--- src/hw/rtl/slle_pkg.sv ---
// ----------------------------------------------------------------------------
// slle_pkg
// Shared types and constants of the static linked list engine: field widths,
// status and action codes, and the command and status records that pass
// between the controller and the datapath.
// ----------------------------------------------------------------------------
package slle_pkg;

	localparam int SLLE_SLOTS_DEF = 1024;
	localparam int POS_W          = 10;
	localparam int VAL_W          = 32;
	localparam int CNT_OUT_W      = 10;

	localparam logic ACT_INSERT = 1'b0;
	localparam logic ACT_DELETE = 1'b1;

	typedef enum logic [1:0] {
		ST_OK    = 2'd0,
		ST_RANGE = 2'd1,
		ST_FULL  = 2'd2
	} status_t;

	// Read address source of the link memory.
	typedef enum logic [1:0] {
		RA_ZERO,
		RA_CUR,
		RA_RD
	} raddr_sel_t;

	// Write address source of the link memory.
	typedef enum logic [1:0] {
		WA_ZERO,
		WA_FRESH,
		WA_CUR,
		WA_CLEAR
	} waddr_sel_t;

	// Write data source of the link memory.
	typedef enum logic [1:0] {
		WD_RD,
		WD_FRESH,
		WD_CLEAR
	} wdata_sel_t;

	typedef struct packed {
		raddr_sel_t raddr_sel;
		logic       wen;
		waddr_sel_t waddr_sel;
		wdata_sel_t wdata_sel;
		logic       clr_step;
		logic       load_item;
		logic       fresh_load;
		logic       walk_step;
		logic       val_we;
		logic       count_inc;
		logic       count_dec;
		logic       out_load;
		status_t    out_status;
	} slle_cmd_t;

	typedef struct packed {
		logic range_bad;
		logic fresh_zero;
		logic left_zero;
		logic left_one;
		logic clr_last;
	} slle_stat_t;

endpackage

--- src/hw/rtl/slle_ctrl.sv ---
// ----------------------------------------------------------------------------
// slle_ctrl
// Sequencer of the engine: clearing pass, insert and delete sequences, the
// shared link walk, and the output valid flag.
// ----------------------------------------------------------------------------
module slle_ctrl import slle_pkg::*; (
	input  logic       clk,
	input  logic       arst_n,
	input  logic       in_valid,
	output logic       in_ready,
	input  logic       action,
	output logic       out_valid,
	input  logic       out_ready,
	input  slle_stat_t stat,
	output slle_cmd_t  cmd
);

	typedef enum logic [3:0] {
		S_CLEAR,
		S_IDLE,
		S_I_FRESH,
		S_I_NEXT,
		S_W_START,
		S_W_STEP,
		S_I_LINK,
		S_I_PREV,
		S_D_GONE,
		S_D_NG,
		S_D_F0,
		S_D_HEAD,
		S_FINISH
	} state_t;

	state_t  state_q, state_d;
	logic    del_q, del_d;
	status_t stat_q, stat_d;
	logic    out_valid_q;
	logic    out_free;
	state_t  after_walk;

	assign out_free   = !out_valid_q || out_ready;
	assign after_walk = del_q ? S_D_GONE : S_I_LINK;

	always_comb begin
		cmd            = '0;
		cmd.raddr_sel  = RA_ZERO;
		cmd.waddr_sel  = WA_ZERO;
		cmd.wdata_sel  = WD_RD;
		cmd.out_status = stat_q;
		state_d        = state_q;
		del_d          = del_q;
		stat_d         = stat_q;
		in_ready       = 1'b0;
		case (state_q)
			S_CLEAR: begin
				cmd.wen       = 1'b1;
				cmd.waddr_sel = WA_CLEAR;
				cmd.wdata_sel = WD_CLEAR;
				cmd.clr_step  = 1'b1;
				if (stat.clr_last) begin
					state_d = S_IDLE;
				end
			end
			S_IDLE: begin
				in_ready = 1'b1;
				if (in_valid) begin
					cmd.load_item = 1'b1;
					del_d         = (action == ACT_DELETE);
					if (stat.range_bad) begin
						stat_d  = ST_RANGE;
						state_d = S_FINISH;
					end else if (action == ACT_INSERT) begin
						stat_d        = ST_OK;
						cmd.raddr_sel = RA_ZERO;
						state_d       = S_I_FRESH;
					end else begin
						stat_d  = ST_OK;
						state_d = S_W_START;
					end
				end
			end
			S_I_FRESH: begin
				if (stat.fresh_zero) begin
					stat_d  = ST_FULL;
					state_d = S_FINISH;
				end else begin
					cmd.fresh_load = 1'b1;
					cmd.raddr_sel  = RA_RD;
					state_d        = S_I_NEXT;
				end
			end
			S_I_NEXT: begin
				cmd.wen       = 1'b1;
				cmd.waddr_sel = WA_ZERO;
				cmd.wdata_sel = WD_RD;
				cmd.val_we    = 1'b1;
				state_d       = S_W_START;
			end
			S_W_START: begin
				cmd.raddr_sel = RA_CUR;
				state_d       = stat.left_zero ? after_walk : S_W_STEP;
			end
			S_W_STEP: begin
				cmd.walk_step = 1'b1;
				cmd.raddr_sel = RA_RD;
				if (stat.left_one) begin
					state_d = after_walk;
				end
			end
			S_I_LINK: begin
				cmd.wen       = 1'b1;
				cmd.waddr_sel = WA_FRESH;
				cmd.wdata_sel = WD_RD;
				state_d       = S_I_PREV;
			end
			S_I_PREV: begin
				cmd.wen       = 1'b1;
				cmd.waddr_sel = WA_CUR;
				cmd.wdata_sel = WD_FRESH;
				cmd.count_inc = 1'b1;
				state_d       = S_FINISH;
			end
			S_D_GONE: begin
				cmd.fresh_load = 1'b1;
				cmd.raddr_sel  = RA_RD;
				state_d        = S_D_NG;
			end
			S_D_NG: begin
				cmd.wen       = 1'b1;
				cmd.waddr_sel = WA_CUR;
				cmd.wdata_sel = WD_RD;
				cmd.raddr_sel = RA_ZERO;
				state_d       = S_D_F0;
			end
			S_D_F0: begin
				cmd.wen       = 1'b1;
				cmd.waddr_sel = WA_FRESH;
				cmd.wdata_sel = WD_RD;
				state_d       = S_D_HEAD;
			end
			S_D_HEAD: begin
				cmd.wen       = 1'b1;
				cmd.waddr_sel = WA_ZERO;
				cmd.wdata_sel = WD_FRESH;
				cmd.count_dec = 1'b1;
				state_d       = S_FINISH;
			end
			S_FINISH: begin
				if (out_free) begin
					cmd.out_load = 1'b1;
					state_d      = S_IDLE;
				end
			end
			default: begin
				state_d = S_IDLE;
			end
		endcase
	end

	always_ff @(posedge clk or negedge arst_n) begin
		if (!arst_n) begin
			state_q     <= S_CLEAR;
			del_q       <= 1'b0;
			stat_q      <= ST_OK;
			out_valid_q <= 1'b0;
		end else begin
			state_q <= state_d;
			del_q   <= del_d;
			stat_q  <= stat_d;
			if (cmd.out_load) begin
				out_valid_q <= 1'b1;
			end else if (out_ready) begin
				out_valid_q <= 1'b0;
			end
		end
	end

	assign out_valid = out_valid_q;

endmodule

--- config.mk ---
export PLATFORM = sky130hd
export DESIGN_NAME = slle_ctrl
export DESIGN_NICKNAME = d
export VERILOG_FILES = /design/src/hw/rtl/slle_pkg.sv /design/src/hw/rtl/slle_ctrl.sv
export SDC_FILE = /design/constraint.sdc
export NUM_CORES = 1
export LEC_CHECK = 0
export ABC_CLOCK_PERIOD_IN_PS = 2350
export BUFFER_PORTS_ARGS = -buffer_cell sky130_fd_sc_hd__buf_4
export CAP_MARGIN = 20
export CORE_MARGIN = 2
export CORE_UTILIZATION = 45
export DETAILED_ROUTE_END_ITERATION = 6
export GPL_ROUTABILITY_DRIVEN = 0
export GPL_TIMING_DRIVEN = 0
export PLACE_DENSITY_LB_ADDON = 0.12
export SLEW_MARGIN = 20
export SYNTH_ARGS = -nofsm -noshare
export SYNTH_HDL_FRONTEND = slang
export SYNTH_SLANG_ARGS = --single-unit
--- constraint.sdc ---
create_clock -name clk -period 2.35 [get_ports clk]
set_input_delay 0.235 -clock clk [delete_from_list [all_inputs] [get_ports clk]]
set_output_delay 0.235 -clock clk [all_outputs]
set_load 0.05 [all_outputs]
======== After elaboration in Yosys (flattened, before gate mapping) ========
Cells that the tools add are included.
storage, ports and cells
  register bits after elaboration ......... 8
  word-level logic and storage cells ...... 63
cells by class
  equality and inequality tests ........... 17
  muxes and demuxes ....................... 31
  reduce and logical (&&, ||, !) cells .... 11
operator list
  kind                                                                   number
  4-bit one-hot mux with 12 select lines                                 1
  4-bit two-way mux                                                      8
  5-bit one-hot mux with 6 select lines                                  1
  4-bit equality test, second input constant                             5
  4-bit by 3-bit equality test with 1-bit output, second input constant  4
  1-bit two-way mux                                                      14
  2-bit != test, second input constant                                   5
  4-bit by 2-bit equality test with 1-bit output, second input constant  2
  2-bit two-way mux                                                      3
  2-bit one-hot mux with 3 select lines                                  1
  2-bit OR reduction                                                     3
  4-bit by 1-bit equality test with 1-bit output, second input constant  1
  4-bit zero test                                                        1
  2-bit one-hot mux with 2 select lines                                  1
  4-bit AND reduction                                                    1
  2-bit nonzero test                                                     2
  3-bit two-way mux                                                      1
  3-bit AND reduction                                                    1
  1-bit one-hot mux with 2 select lines                                  1
  2-bit AND reduction                                                    1
  1-bit zero test                                                        1
  1-bit logical OR                                                       1

======== Depth between registers and ports, before layout ========
Gate-level depths: netlist (run 1).
  depth after elaboration ................. 5
  mapped depth ............................ 6
  depth with buffers taken out ............ 5

======== Least setup slack after synthesis (run 1) ========
OpenSTA, ideal clock, no wires.
  path type ............................... register to output
  from .................................... register state_q[0]
  to ...................................... output cmd[13] (netlist bit)
  data arrival time ....................... 2.648 ns
  slack ................................... -0.533 ns
  cell stages (with the launch flop) ...... 4
  path buffers ............................ 1
  path through ............................ dfrtp_1 > buf_4 > nor4_1 > a21o_1
RTL lines
  what                    RTL line          source
  start, declared         slle_ctrl.sv:34   state_t state_q, state_d;
  start signal, assigned  slle_ctrl.sv:167  state_q <= state_d;
  end, declared           slle_ctrl.sv:15   output slle_cmd_t cmd

==> results of run 1 <==
==> worst max-delay path by stage <==
| stage | end |
|---|---|
| finish | cmd[5] |
| global route | cmd[16] |
| CTS | cmd[16] |
| detailed placement | cmd[16] |
| global placement | cmd[16] |
| floorplan | cmd[5] |
==> per-layer routing <==
layer / global-route usage, % / up-vias / share of wire [%] / wire length (µm)
li1: - / 426 / - / -
met1: 27.0 / 394 / 44 / 864
met2: 38.8 / 31 / 52 / 1030
met3: 2.45 / 0 / 4.2 / 84
met4: 12.7 / 0 / 0 / 0
met5: 0 / - / 0 / 0
==> metrics by stage <==
step	hold slack (ps)	setup WS (ps)	utilization (%)	instances
after floorplan	-60.6	10.3	-	100
after global placement	53.2	465	64.7	144
after detailed placement	54.3	446	64.7	144
after CTS	192	178	66.8	148
after global routing	206	20.7	66.8	148
final	199	189	66.8	148
==> final cells by class <==
class,instances,share of cell area (%)
clock buffers,3,2.21
multi-input cells,79,48.8
plain buffers,8,3.93
inverters,5,1.84
flip-flops and latches,8,19.7
well taps,16,1.97
repair buffers,29,21.6
==> logic make-up after synthesis <==
kind of cell           after synthesis  synth area share (%)
AO/OA/AOI/OAI                       29                  26.8
XOR/XNOR                             1                  1.19
buffers and inverters               13                  7.97
flip-flops                           8                  27.1
multiplexers                         1                  1.53
AND/OR/NAND/NOR                     48                  35.4
==> critical path: stages (launching register included) <==
cell     delay (ps)
dfrtp_1         450
buf_2           260
buf_1           380
nand2_1         170
nor3_1          190
buf_4           230
==> state kept, by name, indices dropped and copies added, names as in the netlist <==
signal	flops
out_valid	1
state_q	4
del_q	1
stat_q	2
==> what timing repair did <==
action                    in CTS  in global routing
hold buffers                   1                  0
resized for setup              0                  0
hold endpoints to repair       8                  0
==> cells in the mapped netlist <==
cell type	n	area share (%)
a222oi_1	1	1.4
o221ai_1	1	1.2
or2_2	1	0.85
nor2_1	9	4.6
nand4_1	1	0.85
and2b_1	2	2.0
dfrtp_1	8	27
nor3_1	5	3.4
a21oi_1	9	6.1
nand2b_1	2	1.7
nand3_1	3	2.0
o22ai_1	2	1.7
or4bb_1	1	1.5
clkbuf_1	3	1.5
o311a_1	1	1.4
buf_4	2	2.0
o21bai_1	1	1.0
or2b_4	1	1.5
o21ai_0	6	4.1
nand2b_2	1	1.2
mux2_2	1	1.5
buf_1	1	0.51
nor2b_1	5	4.2
or4_4	1	1.5
nand2_1	11	5.6
and2_1	1	0.85
xnor2_1	1	1.2
a221o_1	1	1.4
nand3b_1	1	1.0
o32ai_2	1	2.2
buf_2	2	1.4
inv_1	5	2.5
nor4_1	3	2.5
o21a_1	2	2.0
o211ai_1	1	1.0
a21o_1	1	1.0
o21ba_1	1	1.4
a211oi_1	1	1.0
==> impl_metrics.env, run 1 <==
export IMPL_grt_usage_pct=22.6
export IMPL_syn_area_per_cell_um2=7.38
export IMPL_cts_tree="done"
export IMPL_fin_nets=144
export IMPL_multi_input_area_um2=497
export IMPL_worstPathMaxFanout=10
export IMPL_via_count=851
export IMPL_grt_antenna_before_repair=0
export IMPL_ys_ff_latch=8
export IMPL_numCtsBuffers=3
export IMPL_worstSetupStartpointType="flop"
export IMPL_cp_end_kind="output port"
export IMPL_clk_pin_slew_ps=50
export IMPL_required_ps=2120
export IMPL_clock_latency_ps=240
export IMPL_drtPass1Iterations=4
export IMPL_start_util_pct=48.4
export IMPL_final_setup_viol_count=0
export IMPL_rsz0062_at_grt="false"
export IMPL_syn_area_um2=738
export IMPL_post_dp_hpwl_mm=1.53
export IMPL_slew_headroom_pct=68.5
export IMPL_ys_seq_area_share_pct=27.1
export IMPL_fin_skew_ps=5.78
export IMPL_design_core_area_um2=1520
export IMPL_io_pins=29
export IMPL_via_per_inst=5.75
export IMPL_finalSetupTns_ps=0
export IMPL_whs_path_depth=3
export IMPL_fillers=144
export IMPL_wl_per_cell_um=13.4
export IMPL_regArea_um2=200
export IMPL_insertedDiodeCount=0
export IMPL_grt_pass1_wl_mm=3.31
export IMPL_slew_violations=0
export IMPL_syn_to_final_growth_pct=38.0
export IMPL_drc=0
export IMPL_cp_startpoint="state_q[1]"
export IMPL_period_minus_slack_ps=2160
export IMPL_r2r_cells=4
export IMPL_grt_pass1_vias=777
export IMPL_timing_rr_start="state_q[1]"
export IMPL_root_buffer="clkbuf_4"
export IMPL_timing_final_crit_share_pct=91.9
export IMPL_drive_above_1_share_pct=33.3
export IMPL_hold_class="primary input to flop"
export IMPL_regToRegEndpoint="state_q[1]"
export IMPL_postRouteAntennaNets=0
export IMPL_fin_area_um2=1020
export IMPL_cts_max_level=1
export IMPL_worstMarginPinSlew_ps=472
export IMPL_final_common_cell="buf_4"
export IMPL_dr_first_iter_drc_count=29
export IMPL_synth_distinct_cells=38
export IMPL_cts_buffer_depth=2
export IMPL_synth_net_count=110
export IMPL_die_height_um=44.5
export IMPL_grt_remaining_overflow=0
export IMPL_dieWidth_um=44.5
export IMPL_regToRegSetupSlack_ps=680
export IMPL_hold_violations=0
export IMPL_maxCapViolations=0
export IMPL_die_area_um2=1980
export IMPL_hold_end="del_q"
export IMPL_post_cts_buffers=0
export IMPL_outcome="finished clean"
export IMPL_portBuffers=28
export IMPL_numClockSinks=8
export IMPL_final_cell_mix="30 x buf_4, 11 x nand2_1, 9 x nor2_1, 9 x a21oi_1, 8 x dfrtp_1"
export IMPL_fmax_ghz=0.463
export IMPL_syn_inst=100
export IMPL_std_cell_rows=14
export IMPL_hold_start="action"
export IMPL_path_class="flop to output port"
export IMPL_grt_max_degree=11
export IMPL_wl_mm=1.98
export IMPL_critPathArrivalTime_ps=1930
export IMPL_place_area_um2=986
export IMPL_yosys_warnings=0
Power of run 1 is left out: the tool's default activity adds up to more than one toggle a clock period on the data nets, which glitch-free logic cannot reach.
==> run 2, diff against run 1 <==
Settings changed: ABC_CLOCK_PERIOD_IN_PS 2350 to 2000, TNS_END_PERCENT from default to 1.
Clock period 2.35 ns to 2 ns, I/O delays scaled along.
==> run 2 against run 1 <==
Compared with the run above:
- setup slack worse by 93 ps
- count of clock-buffer cells in the layout did not move
- design area up 0.86%
- global-route usage is 0.085 points lower
- core utilization grew 0.57 points
- largest cell class unchanged
==> impl_metrics.env, run 2 (synthesis gave the netlist of run 1 again) <==
export IMPL_outcome="finished clean"
export IMPL_dpl_cell_count=144
export IMPL_grt_pass1_vias=779
export IMPL_slew_violations=0
export IMPL_regMostFlops="state_q"
export IMPL_portBuffers=28
export IMPL_grt_pass1_wl_mm=3.31
export IMPL_period_minus_slack_ps=1900
export IMPL_postRouteAntennaNets=0
export IMPL_largest_register_ffs=4
export IMPL_start_util_pct=48.4
export IMPL_die_height_um=44.5
export IMPL_fmax_ghz=0.525
export IMPL_grt_antenna_before_repair=0
export IMPL_post_dp_hpwl_mm=1.53
export IMPL_final_common_cell="buf_4"
export IMPL_syn_to_final_growth_pct=39.2
export IMPL_final_cell_mix="31 x buf_4, 11 x nand2_1, 9 x a21oi_1, 8 x nor2_1, 7 x dfrtp_1"
export IMPL_grt_max_degree=11
export IMPL_clk_pin_slew_ps=50
export IMPL_timing_final_crit_share_pct=95.2
export IMPL_design_core_area_um2=1520
export IMPL_cts_max_level=1
export IMPL_fin_cells=147
export IMPL_std_cell_rows=14
export IMPL_maxCapViolations=0
export IMPL_critPathSlowestCell="dfrtp_2"
export IMPL_worstMarginPinSlew_ps=358
export IMPL_root_buffer="clkbuf_4"
export IMPL_top_regs="state_q: 4 flops, stat_q: 2 flops"
export IMPL_cts_tree="done"
export IMPL_post_cts_buffers=0
export IMPL_wl_per_cell_um=13.5
export IMPL_numCtsBuffers=3
export IMPL_wl_mm=1.98
export IMPL_cts_buffer_depth=2
export IMPL_crit_chain="clkbuf_4 > buf_2 > a21oi_1 > nor2_1 > nor3_1 > buf_4"
export IMPL_dr_first_iter_drc_count=33
export IMPL_dieWidth_um=44.5
export IMPL_insertedDiodeCount=0
export IMPL_io_pins=29
export IMPL_cpPeakStageDelay_ps=450
export IMPL_slew_headroom_pct=75.9
export IMPL_crit_buf_inv=3
export IMPL_die_area_um2=1980
export IMPL_required_ps=1800
export IMPL_grt_remaining_overflow=0
export IMPL_drc=0
export IMPL_utilization_pct=67.4
export IMPL_rsz0062_at_grt="false"
export IMPL_fin_nets=143
export IMPL_hold_violations=0
export IMPL_path_class="flop to output port"
export IMPL_worstPathMaxFanout=10
export IMPL_clock_latency_ps=240
export IMPL_hold_class="primary input to flop"
export IMPL_worstSetupStartpointType="flop"
export IMPL_via_count=857
export IMPL_drive_above_1_share_pct=37.4
export IMPL_via_per_inst=5.83
export IMPL_grt_usage_pct=22.5
export IMPL_drtPass1Iterations=4
export IMPL_critPathArrivalTime_ps=1700
export IMPL_cp_top_family="buffers and inverters"
export IMPL_fin_skew_ps=5.83
export IMPL_cp_end_kind="output port"
export IMPL_numClockSinks=8
export IMPL_final_setup_viol_count=0
## run 2: repair_timing
action                                  4_1_cts  5_1_grt
pin swaps                                     0        0
hold buffers                                  1        0
endpoints found under the setup margin        8        8
endpoints found under the hold margin         8        0
resized for setup                             3        6
## run 2: path summary, 6_finish.rpt
path                       cells after the start         end  slack, ps  startpoint
setup / recovery                               6     cmd[14]        100  state_q[1]
hold / removal                                 3       del_q        170      action
setup reg to reg                               5  state_q[0]        340  state_q[0]
hold reg to reg                                2   stat_q[0]        510   stat_q[0]
max in group asynchronous                      2  state_q[1]       1540      arst_n
min in group asynchronous                      2   stat_q[0]        320      arst_n
## run 2: final cells by class
class | count | area (µm²)
multi-input cells | 79 | 499
repair buffers | 29 | 220
plain buffers | 7 | 45.0
clock buffers | 3 | 22.5
flip-flops and latches | 8 | 201
fillers | 142 | 497
well taps | 16 | 20.0
inverters | 5 | 18.8
## run 2: through the flow
stage / setup TNS, ps / setup slack [ps] / hold slack (ps) / instance area (µm²)
2_1_floorplan: -1500 / -305 / -95.6 / 756
3_3_place_gp: 0 / 150 / 18.2 / 986
3_5_place_dp: 0 / 131 / 19.3 / 986
4_1_cts: 0 / 40.1 / 157 / 1020
5_1_grt: 0 / 2.27 / 171 / 1030
6_report: 0 / 96.8 / 168 / 1030
## run 2: per-layer routing
layer | GRT usage [%] | wire length [µm] | vias to the layer above
li1 | - | - | 425
met5 | 0 | 0 | -
met4 | 13.9 | 14 | 0
met2 | 37.4 | 1000 | 38
met3 | 2.86 | 127 | 2
met1 | 27.2 | 834 | 392
## run 2: worst min-delay path, stage by stage
cell and delay (ps):
buf_4 80, nand2_1 40, nand2_1 50
Power of run 2 is left out for the same reason.
